File: config.mk
export PLATFORM = sky130hd
export DESIGN_NAME = c3g_rsp_queue
export DESIGN_NICKNAME = d
export VERILOG_FILES = /design/src/rtl/c3g_pkg.sv /design/src/rtl/c3g_rsp_queue.sv
export SDC_FILE = /design/constraint.sdc
export NUM_CORES = 1
export LEC_CHECK = 0
export BUFFER_PORTS_ARGS = -buffer_cell sky130_fd_sc_hd__buf_4
export CAP_MARGIN = 20
export CORE_MARGIN = 1.5
export CORE_UTILIZATION = 27
export DETAILED_ROUTE_END_ITERATION = 8
export PLACE_DENSITY = 0.42
export SYNTH_ARGS = -nofsm -noshare
export SYNTH_HDL_FRONTEND = slang
export SYNTH_SLANG_ARGS = --single-unit
File: constraint.sdc
create_clock -name clock -period 22.4 [get_ports clock]
set_input_delay 4.48 -clock clock [delete_from_list [all_inputs] [get_ports clock]]
set_output_delay 4.48 -clock clock [all_outputs]
set_load 0.05 [all_outputs]
File: src/rtl/c3g_pkg.sv
package c3g_pkg;

   // Fixed field widths of the stream and configuration interface.
   localparam int PIX_BITS       = 8;
   localparam int IDX_BITS       = 10;
   localparam int CFG_SIZE_BITS  = 11;
   localparam int KROW_BITS      = 24;
   localparam int CSR_INDEX_BITS = 3;

   // Result queue holds whole per-pixel bundles of up to three results.
   localparam int QUEUE_DEPTH = 8;
   localparam int QPTR_BITS   = 3;
   localparam int QCNT_BITS   = 4;

   localparam logic [CFG_SIZE_BITS-1:0] WIDTH_RESET  = 11'd1024;
   localparam logic [CFG_SIZE_BITS-1:0] HEIGHT_RESET = 11'd1024;
   localparam logic [KROW_BITS-1:0]     KROW0_RESET  = 24'h000100;
   localparam logic [KROW_BITS-1:0]     KROW1_RESET  = 24'hFF05FF;
   localparam logic [KROW_BITS-1:0]     KROW2_RESET  = 24'h00FF00;

   typedef enum logic [CSR_INDEX_BITS-1:0] {
      CSR_IMAGE_WIDTH  = 3'd0,
      CSR_IMAGE_HEIGHT = 3'd1,
      CSR_KERNEL_ROW0  = 3'd2,
      CSR_KERNEL_ROW1  = 3'd3,
      CSR_KERNEL_ROW2  = 3'd4
   } csr_index_type;

   typedef logic [PIX_BITS-1:0] pix_type;
   typedef logic [IDX_BITS-1:0] idx_type;

   // Per-pixel control travelling down the pipeline.
   typedef struct packed {
      pix_type pixel;
      logic    emit_main;
      logic    main_border;
      logic    emit_right;
      logic    emit_own;
      idx_type row;
      idx_type row_m1;
      idx_type col;
      idx_type col_m1;
   } item_type;

   typedef struct packed {
      pix_type pixel;
      idx_type row;
      idx_type col;
      logic    border;
   } res_type;

   typedef struct packed {
      res_type [2:0] res;
      logic [1:0]    count;
   } bundle_type;

endpackage

File: src/rtl/c3g_rsp_queue.sv
module c3g_rsp_queue
   import c3g_pkg::*;
(
   input  logic                 clock,
   input  logic                 reset,
   input  logic                 push,
   input  bundle_type           push_bundle,
   output logic [QCNT_BITS-1:0] level,
   output logic                 rsp_valid,
   input  logic                 rsp_ready,
   output res_type              rsp_res,
   output logic                 rsp_last
);

   bundle_type           slots_ff [QUEUE_DEPTH];
   logic [QPTR_BITS-1:0] head_ff, head_in;
   logic [QPTR_BITS-1:0] tail_ff, tail_in;
   logic [QCNT_BITS-1:0] level_ff, level_in;
   logic [1:0]           idx_ff, idx_in;
   logic                 beat;
   logic                 pop;

   assign rsp_valid = (level_ff != '0);
   assign rsp_res   = slots_ff[head_ff].res[idx_ff];
   assign rsp_last  = ((idx_ff + 2'd1) == slots_ff[head_ff].count);
   assign beat      = rsp_valid && rsp_ready;
   assign pop       = beat && rsp_last;
   assign level     = level_ff;

   always_comb begin
      head_in  = pop ? head_ff + QPTR_BITS'(1) : head_ff;
      tail_in  = push ? tail_ff + QPTR_BITS'(1) : tail_ff;
      level_in = level_ff + QCNT_BITS'(push) - QCNT_BITS'(pop);
      idx_in   = idx_ff;
      if (pop) begin
         idx_in = '0;
      end else if (beat) begin
         idx_in = idx_ff + 2'd1;
      end
   end

   always_ff @(posedge clock) begin
      if (reset) begin
         head_ff  <= '0;
         tail_ff  <= '0;
         level_ff <= '0;
         idx_ff   <= '0;
      end else begin
         head_ff  <= head_in;
         tail_ff  <= tail_in;
         level_ff <= level_in;
         idx_ff   <= idx_in;
      end
   end

   always_ff @(posedge clock) begin
      if (push) begin
         slots_ff[tail_ff] <= push_bundle;
      end
   end

endmodule

==> reports/qor.yml <==
hold_violations: 0
insertion_delay_ns: 0.62
async_flop_share_pct: 0
dp.final_hpwl_um: 36310
syn_area_per_cell_um2: 22.73
hp-class: "register to register"
wire_per_inst_um: 24.09
synth-seq-area-share_pct: 77.72
cap_violations: 0
syn2layout_area_growth_pct: 18.85
tightest_slew_ns: 1.051
setup_viol: 0
clockPowerShare_pct: 39.3
cts_resized: 0
dieWidth_um: 324.4
fin_cells: 2826
start_util_pct: 27.30
finalHoldWorstSlack_ns: 0.5164
io_buffers: 127
core_um2: 102200
grt_max_degree: 122
dr.pass1.iters: 4
fp-row-count: 117
p_int_mw: 2.487
yosysUniqueCellTypes: 40
crit_chain: "buf_4 -> mux4_2 -> mux2_2 -> a21oi_1 -> o22ai_1 -> buf_4"
combPwrFrac_pct: 13.7
swShare_pct: 24.71
synthCells: 1227
grt_overflow: 0
synth-main-ff-cell: "edfxtp_1"
power.switching_uw: 816.3
slew_headroom_pct: 29.76
die_area_um2: 105200
fin_skew_ns: 0.01666
synth_nets: 1328
cts_hold_buffers: 0
critPathMaxFanout: 44
grt_use_total_pct: 12.95
h-tree-depth: 3
grt_pass1_vias: 13891
fmax_ghz: 0.1172
drv_slew: 0
timing.final.crit_share_pct: 38.09
cp.required_ns: 17.92
cts_tree: "built"
path_clk_slew_ns: 0.05
postPlaceCellArea_um2: 30560
dieHeight_um: 324.4
drc_errors: 0
drtIter0Drc: 819
grt_pass1_wl_um: 99270
cts_num_sinks: 727
dr_total_vias: 12703
ant_nets: 0
layout-drive-gt1-share_pct: 33.01
ys_ff_latch: 727
synth_edf_count: 712
slowest_stage: "dfxtp_4"
cts-root-buf: "clkbuf_16"
seq_power_share_pct: 47.0
wl_um: 68080
layout.nets: 1497
path_class: "register to primary output"
yosys_warnings: 0
cp_num_buf_inv: 2
critical_path.startpoint_type: "register"
setup_ws_ns: 13.87
syn-cell-area_um2: 27890
dp.cells: 2681
routabilityCongestion: 0.6753
setup_tns_ns: 0
path_common_cell: "buf_4"
place_ws_ns: 14.30
antenna_found_initial: 17
end_kind: "primary output"
final.min_clock_period_ns: 8.532
io_pins: 128
rsz0062_at_grt: "no"
fin_area_um2: 33150
powerDensity_nw_per_um2: 99.65
cts_buffer_depth: 3
max_stage_delay_ns: 0.87
status: "finished, final reports clean"
worstPathArrival_ns: 4.05
cts_buffers: 80
crit_family: "buffers and inverters"
viasPerCell: 4.495
p_leak_nw: 10.11
cts_setup_buffers: 0
peakVddDrop_mv: 0.04892
==> sequential cells by signal (all words and copies together), names as in the netlist, named ones only <==
register / count
tail_ff: 3
slots_ff: 712
head_ff: 3
level: 4
idx_ff: 2
==> path summary, 6_finish.rpt <==
| check | start | end | slack [ns] | depth (start not counted) |
|---|---|---|---|---|
| max reg2reg | register | level[2] | 17.99 | 13 |
| min | head_ff[1] | register | 0.52 | 2 |
| max | register | rsp_res[7] | 13.87 | 6 |
| min reg2reg | head_ff[1] | register | 0.52 | 2 |
==> cell usage after synthesis (all sizes together) (4+ instances only) <==
library cell  number  share of area [%]
inv                9               0.12
nand2b             6               0.13
buf               31               0.58
o22ai             29               0.65
mux2i             70                2.5
nor2b              4              0.090
mux4             176                 14
nor2              43               0.58
dfxtp             15                1.1
ha                 7               0.31
nand2              5              0.067
a21oi             31               0.56
edfxtp           712                 77
mux2              32                1.3
clkbuf            34               0.46
==> final cells by class <==
type | instances | area, um2
fill | 9784 | 69030
sequential | 727 | 21700
multi-input combinational | 426 | 5947
clock buffer | 101 | 2145
tap | 1368 | 1712
timing repair buffer | 152 | 1191
clock inverter | 42 | 424.2
inverter | 9 | 33.78
antenna | 1 | 2.502
==> logic make-up after synthesis <==
group | share of synthesized area, %
adders and majority gates | 0.3857
muxes | 18.03
xor gates and xnor gates | 0.2243
and+or+nand+nor | 1.094
AOI/OAI and AO/OA | 1.382
buffers and inverters | 1.162
DFF | 77.72
==> routing by layer <==
layer	up-vias	global-route usage (%)	share of wire, %
met5	-	0	0.24
met4	30	3.838	2.1
met3	120	3.670	6.0
met2	240	21.18	48
met1	6795	16.69	43
li1	5518	-	-
==> worst min-delay path, delay by kind of cell, from the launching register on <==
family | cells | cell delay (ns)
DFF | 1 | 0.31
muxes | 1 | 0.08
and+or+nand+nor | 1 | 0.07
==> cell usage in the layout (no fill, tap or decap), drive strengths merged, types with 7 or more instances in the layout <==
cell type  count
ha             7
o22ai         29
edfxtp       712
mux2i         70
dfxtp         15
nor2          43
mux2          32
bufinv         9
buf          152
inv           12
clkinv        30
mux4         176
clkbuf       101
a21oi         31
==> per-stage QoR <==
stage / total power, mW / util, %
after CTS: 3.361 / 32.42
after global routing: 3.428 / 32.44
final: 3.303 / 32.44
after floorplan: 1.890 / -
after detailed placement: 2.049 / 29.91
after global placement: 2.046 / 29.91
==> power by group through the flow <==
stage	Combinational (mW)	Sequential (mW)	Clock, mW
final	0.453	1.55	1.30
after global routing	0.488	1.56	1.38
after CTS	0.467	1.55	1.34
after detailed placement	0.466	1.58	0
after global placement	0.464	1.58	0
after floorplan	0.307	1.58	0
Power figures use the tool's default switching activity.
