`config.mk`:
```
export PLATFORM = sky130hd
export DESIGN_NAME = c3g_mac
export DESIGN_NICKNAME = d
export VERILOG_FILES = /design/src/rtl/c3g_pkg.sv /design/src/rtl/c3g_mac.sv
export SDC_FILE = /design/constraint.sdc
export NUM_CORES = 2
export LEC_CHECK = 0
export ABC_AREA = 0
export BUFFER_PORTS_ARGS = -buffer_cell sky130_fd_sc_hd__buf_2
export CORE_AREA = 2 2 213 215
export DETAILED_ROUTE_END_ITERATION = 12
export DIE_AREA = 0 0 215 217
export PLACE_DENSITY_LB_ADDON = 0.15
export SLEW_MARGIN = 20
export SYNTH_ARGS = -nofsm -noshare
export SYNTH_HDL_FRONTEND = slang
export SYNTH_SLANG_ARGS = --single-unit
export TNS_END_PERCENT = 50
```
`constraint.sdc`:
```
create_clock -name clock -period 8.9 [get_ports clock]
set_clock_uncertainty 0.15 [all_clocks]
set_input_delay 1.78 -clock clock [delete_from_list [all_inputs] [get_ports clock]]
set_output_delay 1.78 -clock clock [all_outputs]
set_load 0.03 [all_outputs]
```
`src/rtl/c3g_pkg.sv`:
```
package c3g_pkg;

   // Fixed field widths of the stream and configuration interface.
   localparam int PIX_BITS       = 8;
   localparam int IDX_BITS       = 10;
   localparam int CFG_SIZE_BITS  = 11;
   localparam int KROW_BITS      = 24;
   localparam int CSR_INDEX_BITS = 3;

   // Result queue holds whole per-pixel bundles of up to three results.
   localparam int QUEUE_DEPTH = 8;
   localparam int QPTR_BITS   = 3;
   localparam int QCNT_BITS   = 4;

   localparam logic [CFG_SIZE_BITS-1:0] WIDTH_RESET  = 11'd1024;
   localparam logic [CFG_SIZE_BITS-1:0] HEIGHT_RESET = 11'd1024;
   localparam logic [KROW_BITS-1:0]     KROW0_RESET  = 24'h000100;
   localparam logic [KROW_BITS-1:0]     KROW1_RESET  = 24'hFF05FF;
   localparam logic [KROW_BITS-1:0]     KROW2_RESET  = 24'h00FF00;

   typedef enum logic [CSR_INDEX_BITS-1:0] {
      CSR_IMAGE_WIDTH  = 3'd0,
      CSR_IMAGE_HEIGHT = 3'd1,
      CSR_KERNEL_ROW0  = 3'd2,
      CSR_KERNEL_ROW1  = 3'd3,
      CSR_KERNEL_ROW2  = 3'd4
   } csr_index_type;

   typedef logic [PIX_BITS-1:0] pix_type;
   typedef logic [IDX_BITS-1:0] idx_type;

   // Per-pixel control travelling down the pipeline.
   typedef struct packed {
      pix_type pixel;
      logic    emit_main;
      logic    main_border;
      logic    emit_right;
      logic    emit_own;
      idx_type row;
      idx_type row_m1;
      idx_type col;
      idx_type col_m1;
   } item_type;

   typedef struct packed {
      pix_type pixel;
      idx_type row;
      idx_type col;
      logic    border;
   } res_type;

   typedef struct packed {
      res_type [2:0] res;
      logic [1:0]    count;
   } bundle_type;

endpackage

```
`src/rtl/c3g_mac.sv`:
```
module c3g_mac
   import c3g_pkg::*;
#(
   parameter int COEF_BITS = 8
) (
   input  logic                      clock,
   input  pix_type [8:0]             win,
   input  logic [2:0][KROW_BITS-1:0] kernel,
   output pix_type                   filt
);

   localparam int CB   = (COEF_BITS < PIX_BITS) ? COEF_BITS : PIX_BITS;
   localparam int CMAX = (1 << (CB - 1)) - 1;
   localparam int CMIN = -(1 << (CB - 1));
   localparam int PW   = PIX_BITS + 1 + CB;
   localparam int SW   = PW + 4;

   logic signed [CB-1:0] coef [9];
   logic signed [PW-1:0] prod_in [9];
   logic signed [PW-1:0] prod_ff [9];
   logic signed [SW-1:0] acc;

   // Coefficients come from static configuration, so they settle long before use.
   always_comb begin
      logic signed [PIX_BITS-1:0] raw;
      for (int k = 0; k < 9; k++) begin
         raw = signed'(kernel[k / 3][8 * (k % 3) +: 8]);
         if (int'(raw) > CMAX) begin
            coef[k] = CB'(CMAX);
         end else if (int'(raw) < CMIN) begin
            coef[k] = CB'(CMIN);
         end else begin
            coef[k] = CB'(raw);
         end
         prod_in[k] = PW'(signed'({1'b0, win[k]})) * PW'(coef[k]);
      end
   end

   always_ff @(posedge clock) begin
      for (int k = 0; k < 9; k++) begin
         prod_ff[k] <= prod_in[k];
      end
   end

   always_comb begin
      acc = '0;
      for (int k = 0; k < 9; k++) begin
         acc = acc + SW'(prod_ff[k]);
      end
      if (acc < 0) begin
         filt = '0;
      end else if (acc > SW'(255)) begin
         filt = '1;
      end else begin
         filt = acc[PIX_BITS-1:0];
      end
   end

endmodule

```
==> flow_summary.ini <==
[timing]
final_hold_viol_count = 0
fin_tns_setup_ns = 0
fin_crit_ns = 8.02
fin_crit_sh_pct = 90.1
worst_pin_slew_ns = 0.775
grt_setup_unrepaired = no
fmax_mhz = 125
max_slew_margin_pct = 48.3
setup_viol = 0
slew_viol_final = 0

[cts]
cts_buffer_depth = 2
clockRootBuffer = clkbuf_16
clkSlewWorstSetupHoldPaths_ns = 0.07
post_cts_buffers = 0
cts_buffers = 17
cts_hold_buf = 0
htree_levels = 4
numClockSinks = 153
tritoncts = done
ctsResizeCount = 0

[logic_synthesis]
synth.top_cell.area_share_pct = 34.5
synth_ff_type = dfxtp_1
synth_nets = 3802
yosysWarnings = 0
synth_common_cells = 653 x inv_1, 455 x fa_1, 408 x ha_1
synthCells = 2794
async_flop_share_pct = 0
synth_edf_count = 0
yosysTopAreaCell = fa_1
synth-seq-cells = 153
synth_most_common_cell = inv_1
synth_area_leaders = fa_1 34%, ha_1 19%, dfxtp_1 12%, inv_1 9.3%, and2_1 8.0%
synth.avg_cell_area_um2 = 9.46
yosysSeqAreaShare_pct = 11.6
syn_area_um2 = 26400
ys_types = 60

[finish]
multi_input_area_um2 = 20900
final_nets = 3962
largest_register_ff_count = 153
top_regs = prod_ff x153
top_register = prod_ff
drive_above_1_share_pct = 7.18
syn2layout_area_growth_pct = 7.89
seqCellArea_um2 = 3060
fillers = 3853

[min_path]
min_to = prod_ff[0][17]
hp-class = in2reg
min_from = kernel[8]
hold_depth = 2

[placement]
hpwl_mm = 49.1
gp_congestion = 0.891
io_buffers = 152

[floorplanning]
core_um2 = 44700
die_area_um2 = 46700
die_w_um = 215
initial_utilization_pct = 59.1
die_h_um = 217
num_rows = 78
ios = 153

[run]
maxCapViolations = 0

[worst_setup_path]
critical_path.startpoint = prod_ff[0][2]
path_cells = inv_1 -> fa_1 -> inv_1 -> fa_1 -> fa_1 -> inv_1 -> fa_1 -> inv_1 -> ha_1 -> inv_1 -> fa_1 -> nor2b_2 -> o31a_4 -> o221ai_2 -> o21ai_0 -> a21oi_1 -> or4_4 -> nor4_4 -> a21oi_1 -> buf_2
critPathBufInv = 6
cpLargestDelayFamily = adder cells
crit_path_end_kind = output port
cp-start-kind = flip-flop
cp_max_fo = 8
arrival_ns = 6.09
path_class = reg2out
slowest_stage = fa_1
crit_required_ns = 6.97
critPathMaxStageDelay_ns = 0.56

[route]
drt-total-wl_mm = 56.2
dr.first_iter.drc_count = 793
num_vias = 18397
ant_nets = 0
avgRoutedWirePerCell_um = 15.7
vias_per_cell = 5.16
drc = 0
firstDrtPassIters = 5

[run_status]
status = finished, final reports clean

[global_routing]
grt_max_degree = 17
antenna_found_initial = 1
overflow = 0
grt_pass1_vias = 19915
grt_first_pass_wirelength_mm = 97.4
grtUsageTotal_pct = 25.9
-- layer usage --
layer / wire length, µm / global-route usage [%]
met4: 1250 / 6.21
met5: 0 / 0
met2: 29100 / 47.0
met3: 1440 / 2.54
met1: 24400 / 33.4
-- cells by family (layout without fill, tap and decap cells) --
group / Yosys count / count (layout) / synth area share (%)
other: 0 / 1 / 0
xor gates and xnor gates: 113 / 113 / 3.75
DFF: 153 / 153 / 11.6
adders and majority gates: 863 / 863 / 53.8
muxes: 4 / 4 / 0.156
AOI/OAI and AO/OA: 221 / 221 / 5.57
and+or+nand+nor: 776 / 776 / 15.7
buffers and inverters: 664 / 836 / 9.46
-- cells in the final DEF (no fill, tap or decap), types with 5 or more instances in the layout --
master / netlist / final
inv_1: 653 / 653
fa_1: 455 / 455
ha_1: 408 / 408
and2_1: 337 / 337
nand2_1: 217 / 217
dfxtp_1: 153 / 153
buf_2: 0 / 152
xnor2_1: 85 / 85
a21oi_1: 73 / 73
nor2_1: 66 / 66
nand2b_1: 64 / 64
o21ai_0: 30 / 30
a21o_1: 29 / 29
xor2_1: 28 / 28
nor2b_1: 24 / 24
nand3_1: 22 / 22
nor3_1: 18 / 18
clkbuf_16: 0 / 17
o21a_1: 10 / 10
a31o_2: 9 / 9
o21bai_1: 9 / 9
o211ai_1: 8 / 8
a41oi_1: 8 / 8
o41ai_1: 7 / 7
or2_2: 5 / 5
a41o_1: 5 / 5
or3_1: 5 / 5
-- through the flow --
step / hold WS [ns] / instance area (µm²) / worst slack, ns / util, % / std cells
2_1_floorplan: 1.75 / 26400 / 1.92 / - / 2794
3_3_place_gp: 1.96 / 27900 / 1.46 / 62.4 / 3535
3_5_place_dp: 1.96 / 27900 / 1.33 / 62.4 / 3535
4_1_cts: 1.53 / 28500 / 0.838 / 63.8 / 3566
5_1_grt: 1.54 / 28500 / 0.609 / 63.8 / 3567
6_report: 1.53 / 28500 / 0.877 / 63.8 / 3567
-- final cells by class --
class	count	area share, %
Multi-Input combinational cell	1977	73.2
Sequential cell	153	10.7
Inverter	653	8.60
Antenna cell	1	0.00878
Clock buffer	17	1.49
Timing Repair Buffer	152	2.67
Tap cell	600	2.63
Clock inverter	14	0.680
-- how the worst max path moves through the flow --
| stage | cells after the start | slack, ns | end |
|---|---|---|---|
| 3_3_place_gp | 20 | 1.46 | filt[6] |
| 2_1_floorplan | 19 | 1.92 | filt[4] |
| 4_1_cts | 20 | 0.84 | filt[2] |
| 3_5_place_dp | 20 | 1.33 | filt[2] |
| 6_report | 20 | 0.88 | filt[2] |
| 5_1_grt | 20 | 0.61 | filt[6] |
Power is not shown: default switching activity piles up to over one toggle a cycle in this logic, so the estimate is an artifact.
